[config.mk]
export PLATFORM = sky130hd
export DESIGN_NAME = life_automaton_grid_step_unit
export DESIGN_NICKNAME = d
export VERILOG_FILES = /design/src/rtl/lgs_pkg.sv /design/src/rtl/lgs_row_lane.sv /design/src/rtl/lgs_read_merge.sv /design/src/rtl/life_automaton_grid_step_unit.sv
export VERILOG_INCLUDE_DIRS = /design/src /design/src/rtl
export SDC_FILE = /design/constraint.sdc
export NUM_CORES = 2
export LEC_CHECK = 0
export BUFFER_PORTS_ARGS = -buffer_cell sky130_fd_sc_hd__buf_2
export CAP_MARGIN = 10
export CORE_AREA = 2 2 380 382
export DETAILED_ROUTE_END_ITERATION = 10
export DIE_AREA = 0 0 382 384
export PLACE_DENSITY = 0.58
export SLEW_MARGIN = 20
export SYNTH_ARGS = -nofsm -noshare
export SYNTH_HDL_FRONTEND = slang
export SYNTH_SLANG_ARGS = --single-unit
[constraint.sdc]
create_clock -name clk -period 4.5 [get_ports clk]
set_input_delay 0.9 -clock clk [delete_from_list [all_inputs] [get_ports clk]]
set_output_delay 0.9 -clock clk [all_outputs]
set_load 0.01 [all_outputs]
[src/rtl/life_automaton_grid_step_unit_assert.svh]
// Assertion macros shared by the grid step unit.
// Each macro takes a label, the clock, the active-low reset, a condition and a consequence.
`ifndef LIFE_AUTOMATON_GRID_STEP_UNIT_ASSERT_SVH
`define LIFE_AUTOMATON_GRID_STEP_UNIT_ASSERT_SVH

// The consequence must hold in the same cycle as the condition.
`define LGS_ASSERT_SAME(label, clk, rst_n, cond, conseq) \
    label: assert property (@(posedge clk) disable iff (!rst_n) (cond) |-> (conseq)) \
        else $error("grid step unit: same-cycle check failed");

// The consequence must hold in the cycle after the condition.
`define LGS_ASSERT_NEXT(label, clk, rst_n, cond, conseq) \
    label: assert property (@(posedge clk) disable iff (!rst_n) (cond) |=> (conseq)) \
        else $error("grid step unit: next-cycle check failed");

`endif

[src/rtl/lgs_pkg.sv]
package lgs_pkg;

    localparam int CMD_W      = 2;
    localparam int ROW_IDX_W  = 4;
    localparam int ROW_BITS_W = 16;
    localparam int CFG_W      = 5;
    localparam int CFG_IDX_W  = 1;
    localparam int S_TDATA_W  = 24;
    localparam int NBR_CNT_W  = 4;

    typedef enum logic [CMD_W-1:0] {
        CMD_WRITE = 2'd0,
        CMD_STEP  = 2'd1,
        CMD_READ  = 2'd2,
        CMD_NOP   = 2'd3
    } cmd_t;

    typedef enum logic [CFG_IDX_W-1:0] {
        REG_ACTIVE_ROWS = 1'd0,
        REG_ACTIVE_COLS = 1'd1
    } cfg_reg_t;

    localparam logic [CFG_W-1:0]     ACTIVE_RESET  = 5'd10;
    localparam logic [NBR_CNT_W-1:0] BIRTH_COUNT   = 4'd3;
    localparam logic [NBR_CNT_W-1:0] SURVIVE_COUNT = 4'd2;

endpackage

[src/rtl/lgs_row_lane.sv]
module lgs_row_lane #(
    parameter int COLS = 16
) (
    input  logic [COLS-1:0] up,
    input  logic [COLS-1:0] mid,
    input  logic [COLS-1:0] dn,
    input  logic            row_en,
    input  logic [COLS-1:0] col_mask,
    output logic [COLS-1:0] nxt
);
    import lgs_pkg::*;

    logic [COLS+1:0] up_x;
    logic [COLS+1:0] mid_x;
    logic [COLS+1:0] dn_x;

    // Pad a dead column on each side so the edge cells see no wraparound.
    assign up_x  = {1'b0, up, 1'b0};
    assign mid_x = {1'b0, mid, 1'b0};
    assign dn_x  = {1'b0, dn, 1'b0};

    always_comb
    begin
        logic [NBR_CNT_W-1:0] cnt;
        for (int c = 0; c < COLS; c++)
        begin
            cnt = NBR_CNT_W'(up_x[c]) + NBR_CNT_W'(up_x[c+1]) + NBR_CNT_W'(up_x[c+2])
                + NBR_CNT_W'(mid_x[c]) + NBR_CNT_W'(mid_x[c+2])
                + NBR_CNT_W'(dn_x[c]) + NBR_CNT_W'(dn_x[c+1]) + NBR_CNT_W'(dn_x[c+2]);
            nxt[c] = ((cnt == BIRTH_COUNT) || (mid[c] && (cnt == SURVIVE_COUNT)))
                     && col_mask[c] && row_en;
        end
    end

endmodule

[src/rtl/lgs_read_merge.sv]
module lgs_read_merge #(
    parameter int ROWS = 16,
    parameter int COLS = 16
) (
    input  logic [ROWS-1:0][COLS-1:0]     grid,
    input  logic [ROWS-1:0]               row_act,
    input  logic [lgs_pkg::ROW_IDX_W-1:0] row_index,
    output logic [lgs_pkg::ROW_BITS_W-1:0] row_word
);
    import lgs_pkg::*;

    logic [COLS-1:0] sel;

    // One-hot row select folded into an OR tree; an inactive or absent row reads as zero.
    always_comb
    begin
        sel = '0;
        for (int r = 0; r < ROWS; r++)
        begin
            if ((r == int'(row_index)) && row_act[r])
            begin
                sel = sel | grid[r];
            end
        end
    end

    generate
        if (COLS >= ROW_BITS_W)
        begin : g_trunc
            assign row_word = sel[ROW_BITS_W-1:0];
        end
        else
        begin : g_ext
            assign row_word = {{(ROW_BITS_W-COLS){1'b0}}, sel};
        end
    endgenerate

endmodule

[src/rtl/life_automaton_grid_step_unit.sv]
// A result beat appears on the master side in the cycle after its input beat is taken.
// One command per cycle while the master side keeps up and no configuration beat is waiting.
// A step updates every cell at once, as the row lanes evaluate all rows side by side.
// Reset (rst_n low, asynchronous) kills every cell and sets both active counts to ten.
`include "life_automaton_grid_step_unit_assert.svh"

module life_automaton_grid_step_unit #(
    parameter int MAX_ROWS = 16,
    parameter int MAX_COLS = 16
) (
    input  logic                            clk,
    input  logic                            rst_n,
    // Command beats.
    input  logic                            s_tvalid,
    output logic                            s_tready,
    // s_tdata fields from bit 0: row_index [3:0], row_bits [19:4], zero fill [23:20].
    input  logic [lgs_pkg::S_TDATA_W-1:0]   s_tdata,
    // s_tuser fields from bit 0: cmd [1:0].
    input  logic [lgs_pkg::CMD_W-1:0]       s_tuser,
    // Result beats.
    output logic                            m_tvalid,
    input  logic                            m_tready,
    // m_tdata fields from bit 0: row_data [15:0].
    output logic [lgs_pkg::ROW_BITS_W-1:0]  m_tdata,
    // Configuration writes: index 0 is active_rows, index 1 is active_cols.
    input  logic                            cfg_valid,
    output logic                            cfg_ready,
    input  logic [lgs_pkg::CFG_IDX_W-1:0]   cfg_index,
    input  logic [lgs_pkg::CFG_W-1:0]       cfg_data
);
    import lgs_pkg::*;

    // The grid lives in flip-flops, one per cell, so that every row lane sees its
    // neighbors directly. Cells outside the active area are kept at zero at all times:
    // every update of the grid passes through the active-area mask.
    logic [MAX_ROWS-1:0][MAX_COLS-1:0] grid_reg;
    logic [MAX_ROWS-1:0][MAX_COLS-1:0] grid_next;
    logic [MAX_ROWS-1:0][MAX_COLS-1:0] lane_next;

    logic [CFG_W-1:0] active_rows_reg;
    logic [CFG_W-1:0] active_rows_next;
    logic [CFG_W-1:0] active_cols_reg;
    logic [CFG_W-1:0] active_cols_next;

    logic                  out_valid_reg;
    logic                  out_valid_next;
    logic [ROW_BITS_W-1:0] out_data_reg;
    logic [ROW_BITS_W-1:0] out_data_next;

    logic                  s_accept;
    logic                  cfg_accept;
    cmd_t                  cmd;
    logic [ROW_IDX_W-1:0]  row_index;
    logic [ROW_BITS_W-1:0] row_bits;
    logic [MAX_COLS-1:0]   row_bits_fit;
    logic [ROW_BITS_W-1:0] read_word;

    logic [MAX_ROWS-1:0]   row_act;
    logic [MAX_ROWS-1:0]   row_act_new;
    logic [MAX_COLS-1:0]   col_mask;
    logic [MAX_COLS-1:0]   col_mask_new;
    logic                  outside_clear;

    assign cmd       = cmd_t'(s_tuser);
    assign row_index = s_tdata[ROW_IDX_W-1:0];
    assign row_bits  = s_tdata[ROW_IDX_W +: ROW_BITS_W];

    // A configuration beat is always taken at once. Commands hold off for that cycle so
    // the area change and a grid update never collide. The output register frees up as
    // soon as its beat is taken, so a stall on the master side only stalls when full.
    assign cfg_ready  = 1'b1;
    assign cfg_accept = cfg_valid && cfg_ready;
    assign s_tready   = (!out_valid_reg || m_tready) && !cfg_valid;
    assign s_accept   = s_tvalid && s_tready;

    assign m_tvalid = out_valid_reg;
    assign m_tdata  = out_data_reg;

    generate
        if (MAX_COLS > ROW_BITS_W)
        begin : g_wr_ext
            assign row_bits_fit = {{(MAX_COLS-ROW_BITS_W){1'b0}}, row_bits};
        end
        else
        begin : g_wr_trunc
            assign row_bits_fit = row_bits[MAX_COLS-1:0];
        end
    endgenerate

    // Register writes. An out-of-range index never arises with a one-bit index.
    always_comb
    begin
        active_rows_next = active_rows_reg;
        active_cols_next = active_cols_reg;
        if (cfg_accept)
        begin
            unique case (cfg_reg_t'(cfg_index))
                REG_ACTIVE_ROWS: active_rows_next = cfg_data;
                REG_ACTIVE_COLS: active_cols_next = cfg_data;
                default:         active_rows_next = active_rows_reg;
            endcase
        end
    end

    // Active-area masks. A row or column counts as active when its number is below the
    // register value; values above the grid size simply cover the whole grid. The masks
    // from the incoming values clear whatever falls outside a shrunken area.
    always_comb
    begin
        for (int r = 0; r < MAX_ROWS; r++)
        begin
            row_act[r]     = r < int'(active_rows_reg);
            row_act_new[r] = r < int'(active_rows_next);
        end
        for (int c = 0; c < MAX_COLS; c++)
        begin
            col_mask[c]     = c < int'(active_cols_reg);
            col_mask_new[c] = c < int'(active_cols_next);
        end
    end

    // One lane per row computes that row's next generation from its two neighbors.
    genvar gr;
    generate
        for (gr = 0; gr < MAX_ROWS; gr++)
        begin : g_lane
            logic [MAX_COLS-1:0] up_row;
            logic [MAX_COLS-1:0] dn_row;
            if (gr > 0)
            begin : g_up
                assign up_row = grid_reg[gr-1];
            end
            else
            begin : g_up_edge
                assign up_row = '0;
            end
            if (gr < MAX_ROWS - 1)
            begin : g_dn
                assign dn_row = grid_reg[gr+1];
            end
            else
            begin : g_dn_edge
                assign dn_row = '0;
            end
            lgs_row_lane #(
                .COLS(MAX_COLS)
            ) u_lane (
                .up      (up_row),
                .mid     (grid_reg[gr]),
                .dn      (dn_row),
                .row_en  (row_act[gr]),
                .col_mask(col_mask),
                .nxt     (lane_next[gr])
            );
        end
    endgenerate

    // Merging stage: picks the addressed row for a read.
    lgs_read_merge #(
        .ROWS(MAX_ROWS),
        .COLS(MAX_COLS)
    ) u_merge (
        .grid     (grid_reg),
        .row_act  (row_act),
        .row_index(row_index),
        .row_word (read_word)
    );

    // Grid update and result formation.
    always_comb
    begin
        grid_next      = grid_reg;
        out_valid_next = out_valid_reg && !m_tready;
        out_data_next  = out_data_reg;
        if (s_accept)
        begin
            out_valid_next = 1'b1;
            out_data_next  = '0;
            unique case (cmd)
                CMD_WRITE:
                begin
                    for (int r = 0; r < MAX_ROWS; r++)
                    begin
                        if (r == int'(row_index))
                        begin
                            grid_next[r] = row_bits_fit;
                        end
                    end
                end
                CMD_STEP:  grid_next     = lane_next;
                CMD_READ:  out_data_next = read_word;
                CMD_NOP:   out_data_next = '0;
                default:   out_data_next = '0;
            endcase
        end
        for (int r = 0; r < MAX_ROWS; r++)
        begin
            grid_next[r] = grid_next[r] & col_mask_new & {MAX_COLS{row_act_new[r]}};
        end
    end

    always_ff @(posedge clk or negedge rst_n)
    begin
        if (!rst_n)
        begin
            grid_reg        <= '0;
            active_rows_reg <= ACTIVE_RESET;
            active_cols_reg <= ACTIVE_RESET;
            out_valid_reg   <= 1'b0;
        end
        else
        begin
            grid_reg        <= grid_next;
            active_rows_reg <= active_rows_next;
            active_cols_reg <= active_cols_next;
            out_valid_reg   <= out_valid_next;
        end
    end

    always_ff @(posedge clk)
    begin
        out_data_reg <= out_data_next;
    end

    // True while no live cell sits outside the active area.
    always_comb
    begin
        outside_clear = 1'b1;
        for (int r = 0; r < MAX_ROWS; r++)
        begin
            if ((grid_reg[r] & ~(col_mask & {MAX_COLS{row_act[r]}})) != '0)
            begin
                outside_clear = 1'b0;
            end
        end
    end

    `LGS_ASSERT_SAME(a_outside_dead, clk, rst_n, 1'b1, outside_clear)
    `LGS_ASSERT_NEXT(a_accept_gives_beat, clk, rst_n, s_accept, m_tvalid)
    `LGS_ASSERT_NEXT(a_nonread_zero, clk, rst_n, s_accept && (cmd != CMD_READ), m_tdata == '0)
    `LGS_ASSERT_SAME(a_cfg_blocks_cmd, clk, rst_n, cfg_valid, !s_tready)

endmodule

== Yosys cells after proc, flatten, opt, wreduce, memory -nomap -nowiden ==
Cells that the tools add are included.

* Register bits after elaboration: 283
* Output and inout port bits: 19
* Logic and storage cells: 3337

* $add $sub $neg: 1589
* Order comparisons: 64
* Equality and inequality tests: 529
* Muxes and demuxes: 39
* Bitwise logic cells: 47
* Reductions and logical operators: 1049

{| class="wikitable"
|+ Operators by type and width
! operator !! number
|-
| 4-bit by 1-bit adder with 4-bit output || 1346
|-
| 4-bit by 2-bit equality test with 1-bit output, second input constant || 512
|-
| 1-bit logical AND || 787
|-
| 16-bit AND || 32
|-
| 16-bit 2-to-1 mux || 32
|-
| 256-bit case mux with 2 select lines || 1
|-
| 1-bit by 1-bit adder with 2-bit output || 241
|-
| 1-bit logical OR || 257
|-
| 256-bit 2-to-1 mux || 1
|-
| 16-bit OR || 15
|-
| 4-bit by 5-bit < comparator with 1-bit output, first input constant || 32
|-
| 3-bit by 5-bit < comparator with 1-bit output, first input constant || 16
|-
| 1-bit by 5-bit < comparator with 1-bit output, first input constant || 8
|-
| 2-bit by 5-bit < comparator with 1-bit output, first input constant || 8
|-
| 4-bit equality test, first input constant || 8
|-
| 5-bit 2-to-1 mux || 4
|-
| 3-bit by 4-bit equality test with 1-bit output, first input constant || 4
|-
| 2-bit by 4-bit equality test with 1-bit output, first input constant || 2
|-
| 2-bit by 1-bit adder with 3-bit output || 2
|-
| 1-bit by 4-bit equality test with 1-bit output, first input constant || 1
|-
| 4-bit logical NOT || 1
|-
| 1-bit logical NOT || 3
|-
| 2-bit by 1-bit equality test with 1-bit output, second input constant || 1
|-
| 2-bit equality test, second input constant || 1
|-
| other kinds (2) || 2
|}

== Logic depth before layout (Yosys ltp) ==
* Depth after elaboration: 33
* Depth in mapped cells: 12
* Gate-level depth less buffers: 12

== By module ==
A second synthesis with hierarchy kept.

* Cell total of the unflattened synthesis: 6653
* Area, all modules: 61751.7 µm²

{| class="wikitable"
|+ Modules (own cells, without submodules)
! module !! times used !! cells an instance !! area each (µm²) !! sequential area each (µm²)
|-
| lgs_row_lane at g_lane[0].u_lane ... || 13 || 284 || 2733.9 || 0.0
|-
| life_automaton_grid_step_unit || 1 || 1772 || 15905.3 || 7166.9
|-
| lgs_row_lane at g_lane[2].u_lane || 1 || 284 || 2735.1 || 0.0
|-
| lgs_row_lane at g_lane[9].u_lane || 1 || 284 || 2646.3 || 0.0
|-
| lgs_row_lane at g_lane[11].u_lane || 1 || 283 || 2612.5 || 0.0
|-
| lgs_read_merge || 1 || 338 || 2312.2 || 0.0
|}

== Worst setup path before layout ==
No wires, ideal clock.

* Kind: flip-flop to flip-flop
* From: reg grid_reg, in the netlist g_lane[0].dn_row[7]
* To: reg grid_reg, in the netlist g_lane[1].dn_row[8]
* Library setup time: 0.122 ns
* Arrival time: 3.648 ns
* Required time: 4.378 ns
* Slack: 0.731 ns
* Stages on the path, launching flop included: 11
* Cell sequence: dfrtp_1 > ha_1 > inv_1 > fa_1 > fa_1 > fa_1 > fa_1 > or4b_2 > a221oi_1 > a31oi_1 > a2111oi_1

{| class="wikitable"
|+ RTL lines
! element !! line !! text
|-
| from (decl) || life_automaton_grid_step_unit.sv:36 || <nowiki>logic [MAX_ROWS-1:0][MAX_COLS-1:0] grid_reg;</nowiki>
|-
| from (signal assigned) || life_automaton_grid_step_unit.sv:213 || <nowiki>grid_reg <= grid_next;</nowiki>
|}

==> impl_metrics.yaml <==
timing:
  period_needed_ns: 4.09
  max_freq_ghz: 0.245
  tightest_slew_ns: 1.30
  grt_setup_unrepaired: "false"
  period_share_pct: 90.9
  setup_tns_ns: 0
  hold_viol_final: 0
  fin_worst_skew_ns: 0.0382
  setup_violations: 0
  timing.slew.headroom_pct: 12.3
  final_max_slew_viol_count: 0
placement:
  numPlacedInstances: 7823
  gp_congestion: 1.01
  hpwl_um: 180000
  port_buffers: 50
  place_area_um2: 60800
yosys:
  yosysUniqueCellTypes: 115
  synth_top_family_by_area: "adder cells"
  synth_top_area_share_pct: 31.8
  netlist_area_um2: 56700
  yosysWarnings: 0
  yosys.area_share.xor_xnor_pct: 0
  synth-main-ff-cell: "dfrtp_1"
  yosys-mux-area-fraction_pct: 2.86
  synth_cells: 5785
  synth_seq_area_share_pct: 12.6
  yosys.area_share.simple_pct: 11.7
  ys_ff_latch: 283
  synth_adder_area_share_pct: 47.2
  synth_nets: 7419
  synth-async-reset-ratio_pct: 94.3
  syn_area_per_cell_um2: 9.80
  synth_top_area_cell: "fa_1"
  synth_edf_count: 16
  synth_area_leaders: "fa_1 32%, ha_1 15%, dfrtp_1 12%"
  synth_compound_area_share_pct: 15.7
critical_path:
  cp_cell_sequence: "inv_1, fa_1, fa_1, fa_1, fa_1, nor4b_1, o2111ai_1, a22o_1, a2111oi_1"
  end_kind: "flip-flop"
  cp_max_fo: 7
  rr_startpoint: "g_lane[10].dn_row[8]"
  reg2reg_depth: 9
  worst-setup-path-type: "reg -> reg"
  cpMaxStageDelayCell: "fa_1"
  cpPeakStageDelay_ns: 0.63
  r2r_setup_slack_ns: 0.41
  critPathRequiredTime_ns: 5.04
  rr_endpoint: "g_lane[10].dn_row[9]"
  crit_family: "adder cells"
  cp-start-kind: "flip-flop"
  crit_arrival_ns: 4.63
  path_buf_inv: 1
  cp_common_cell: "fa_1"
finish:
  stdcell_count: 7905
  drive_gt1_share_pct: 10.5
  area_delta_synth_final_pct: 9.82
  largest_reg_flops: 208
  final_area_um2: 62300
  fin_nets: 7599
clock_network:
  cts_hold_buf: 0
  cts_resized: 0
  clkSinkCount: 283
  cts_buffer_depth: 3
  cts_root_buf: "clkbuf_16"
  cts_tree: "built"
  cts_setup_buffers: 0
  cts_buffers: 43
  clk_pin_slew_ns: 0.07
  htreeDepth: 2
  clock_latency_ns: 0.66
status:
  status: "complete, no violations"
min_path:
  holdCritPathClass: "in -> async"
power_and_ir_drop:
  combPwrFrac_pct: 48.4
  irDropWorstVdd_uv: 259
  p_sw_mw: 6.32
  p_seq_share_pct: 23.5
  internal-power_mw: 7.17
  clock_power_share_pct: 28.0
  total_leakage_power_nw: 27.0
  power.total_mw: 13.5
  pwr_density_cell_nw_per_um2: 217
  swShare_pct: 46.8
die:
  initial_core_util_pct: 39.7
  fp.dieW_um: 382
  die_area_um2: 147000
  core_um2: 143000
  rows: 139
  die_h_um: 384
  ios: 56
global_route:
  grt_usage_pct: 30.8
  grt_max_degree: 70
  grt_pass1_wl_um: 331000
  grt_pass1_vias: 49000
  antenna_found_initial: 10
  overflow: 0
drt:
  dr.first_iter.drc_count: 4655
  vias_per_cell: 6.09
  routed_wl_um: 226000
  post_drt_wl_per_cell_um: 28.6
  drc: 0
  final_antenna_net_count: 0
  drtPass1Iterations: 6
  dr_total_vias: 48100
job:
  cap_violations: 0
-- cell type report --
| type | instances | area, µm² |
|---|---|---|
| Antenna cell | 3 | 7.51 |
| Clock buffer | 67 | 1310 |
| Clock inverter | 12 | 154 |
| Fill cell | 13700 | 80500 |
| Inverter | 1222 | 4590 |
| Multi-Input combinational cell | 4061 | 44000 |
| Sequential cell | 283 | 7170 |
| Tap cell | 1903 | 2380 |
| Timing Repair Buffer | 354 | 2670 |
-- cells in the final DEF (no fill, tap or decap), types with 15 or more instances in the layout --
cell and count:
o211ai_1 47, nand2b_1 130, nand3_1 20, clkbuf_16 44, a21oi_1 172, mux2i_1 89, a22oi_1 70, nor4b_1 49
buf_4 295, a31oi_1 104, mux2_2 51, nor3_1 127, a22o_1 69, nor2_1 192, edfxtp_1 16, a32oi_1 45
nand2_1 106, o21ai_0 140, ha_1 697, o2111ai_1 25, a2111oi_2 30, nand4_1 24, o32ai_1 15, nor4_1 66
inv_1 1218, a2111oi_0 85, nand3b_1 63, o22ai_1 69, a32o_1 17, fa_1 900, nor2b_1 177, a21o_1 20
a211oi_1 119, o31ai_1 15, buf_2 48, and4_1 17, a221oi_1 44, dfrtp_1 261
-- logic make-up after synthesis --
kind of cell               count (synthesis)
DFF                                      283
and+or+nand+nor                         1107
buffers and inverters                   1441
other                                      1
AOI/OAI and AO/OA                       1206
muxes                                    150
adders and majority gates               1597
-- per-layer routing --
| metal | part of all wire (%) | GRT usage, % |
|---|---|---|
| met5 | 0.027 | 0 |
| met2 | 43 | 47.0 |
| met1 | 39 | 39.7 |
| met4 | 7.0 | 17.4 |
| met3 | 10 | 7.97 |
-- cell usage after synthesis (12+ instances only) --
cell type / number
nand4_1: 24
nor3_1: 130
and4_1: 17
a22oi_1: 70
a32o_1: 17
nor2b_1: 178
buf_2: 78
nor4b_1: 51
nor2_2: 12
a41oi_1: 12
a32oi_1: 45
o22ai_1: 69
o31ai_1: 15
o21ai_0: 143
clkbuf_1: 101
nand2_1: 106
nor4_1: 69
nor2_1: 194
edfxtp_1: 16
mux2i_1: 90
a221oi_1: 44
nand3_1: 21
o32ai_1: 15
ha_1: 697
dfrtp_1: 263
a2111oi_2: 31
inv_1: 1218
buf_4: 26
a21oi_1: 172
a211oi_1: 120
a31oi_1: 105
mux2_2: 51
o2111ai_1: 25
o221ai_1: 12
nand2b_1: 131
a2111oi_0: 85
o211ai_1: 47
a22o_1: 69
nand3b_1: 63
fa_1: 900
a21o_1: 20
a211o_1: 13
-- worst reg2reg max path, delay by kind of cell, from the launching register on --
family	cells	cell delay [ns]
AOI/OAI and AO/OA	3	0.91
adders and majority gates	4	1.88
buffers and inverters	1	0.33
DFF	1	0.51
and+or+nand+nor	1	0.32
-- how the worst max path moves through the flow --
| stage | start | endpoint | slack (ns) | depth (start not counted) |
|---|---|---|---|---|
| floorplan | g_lane[0].dn_row[7] | g_lane[1].dn_row[8] | 0.73 | 10 |
| global route | g_lane[11].dn_row[9] | g_lane[12].dn_row[10] | 0.24 | 10 |
| detailed placement | g_lane[11].dn_row[9] | g_lane[12].dn_row[10] | 0.45 | 10 |
| finish | g_lane[10].dn_row[8] | g_lane[10].dn_row[9] | 0.41 | 9 |
| CTS | g_lane[11].dn_row[9] | g_lane[12].dn_row[10] | 0.45 | 10 |
| global placement | g_lane[11].dn_row[9] | g_lane[12].dn_row[10] | 0.50 | 10 |
-- per-stage QoR --
step / hold slack (ns) / utilization, % / worst slack [ns]
floorplan: 0.543 / - / 0.731
global placement: 0.576 / 42.6 / 0.503
detailed placement: 0.583 / 42.6 / 0.453
CTS: 0.258 / 43.6 / 0.451
global route: 0.265 / 43.6 / 0.243
finish: 0.208 / 43.6 / 0.410
-- power by group through the flow --
stage / Sequential, mW / Combinational, mW / Clock, mW
3_5_place_dp: 3.19 / 6.40 / 0
2_1_floorplan: 2.95 / 4.15 / 0
5_1_grt: 3.19 / 7.22 / 3.85
4_1_cts: 3.15 / 6.44 / 3.79
6_report: 3.18 / 6.53 / 3.78
3_3_place_gp: 3.19 / 6.18 / 0
(Power assumes the default switching activity.)
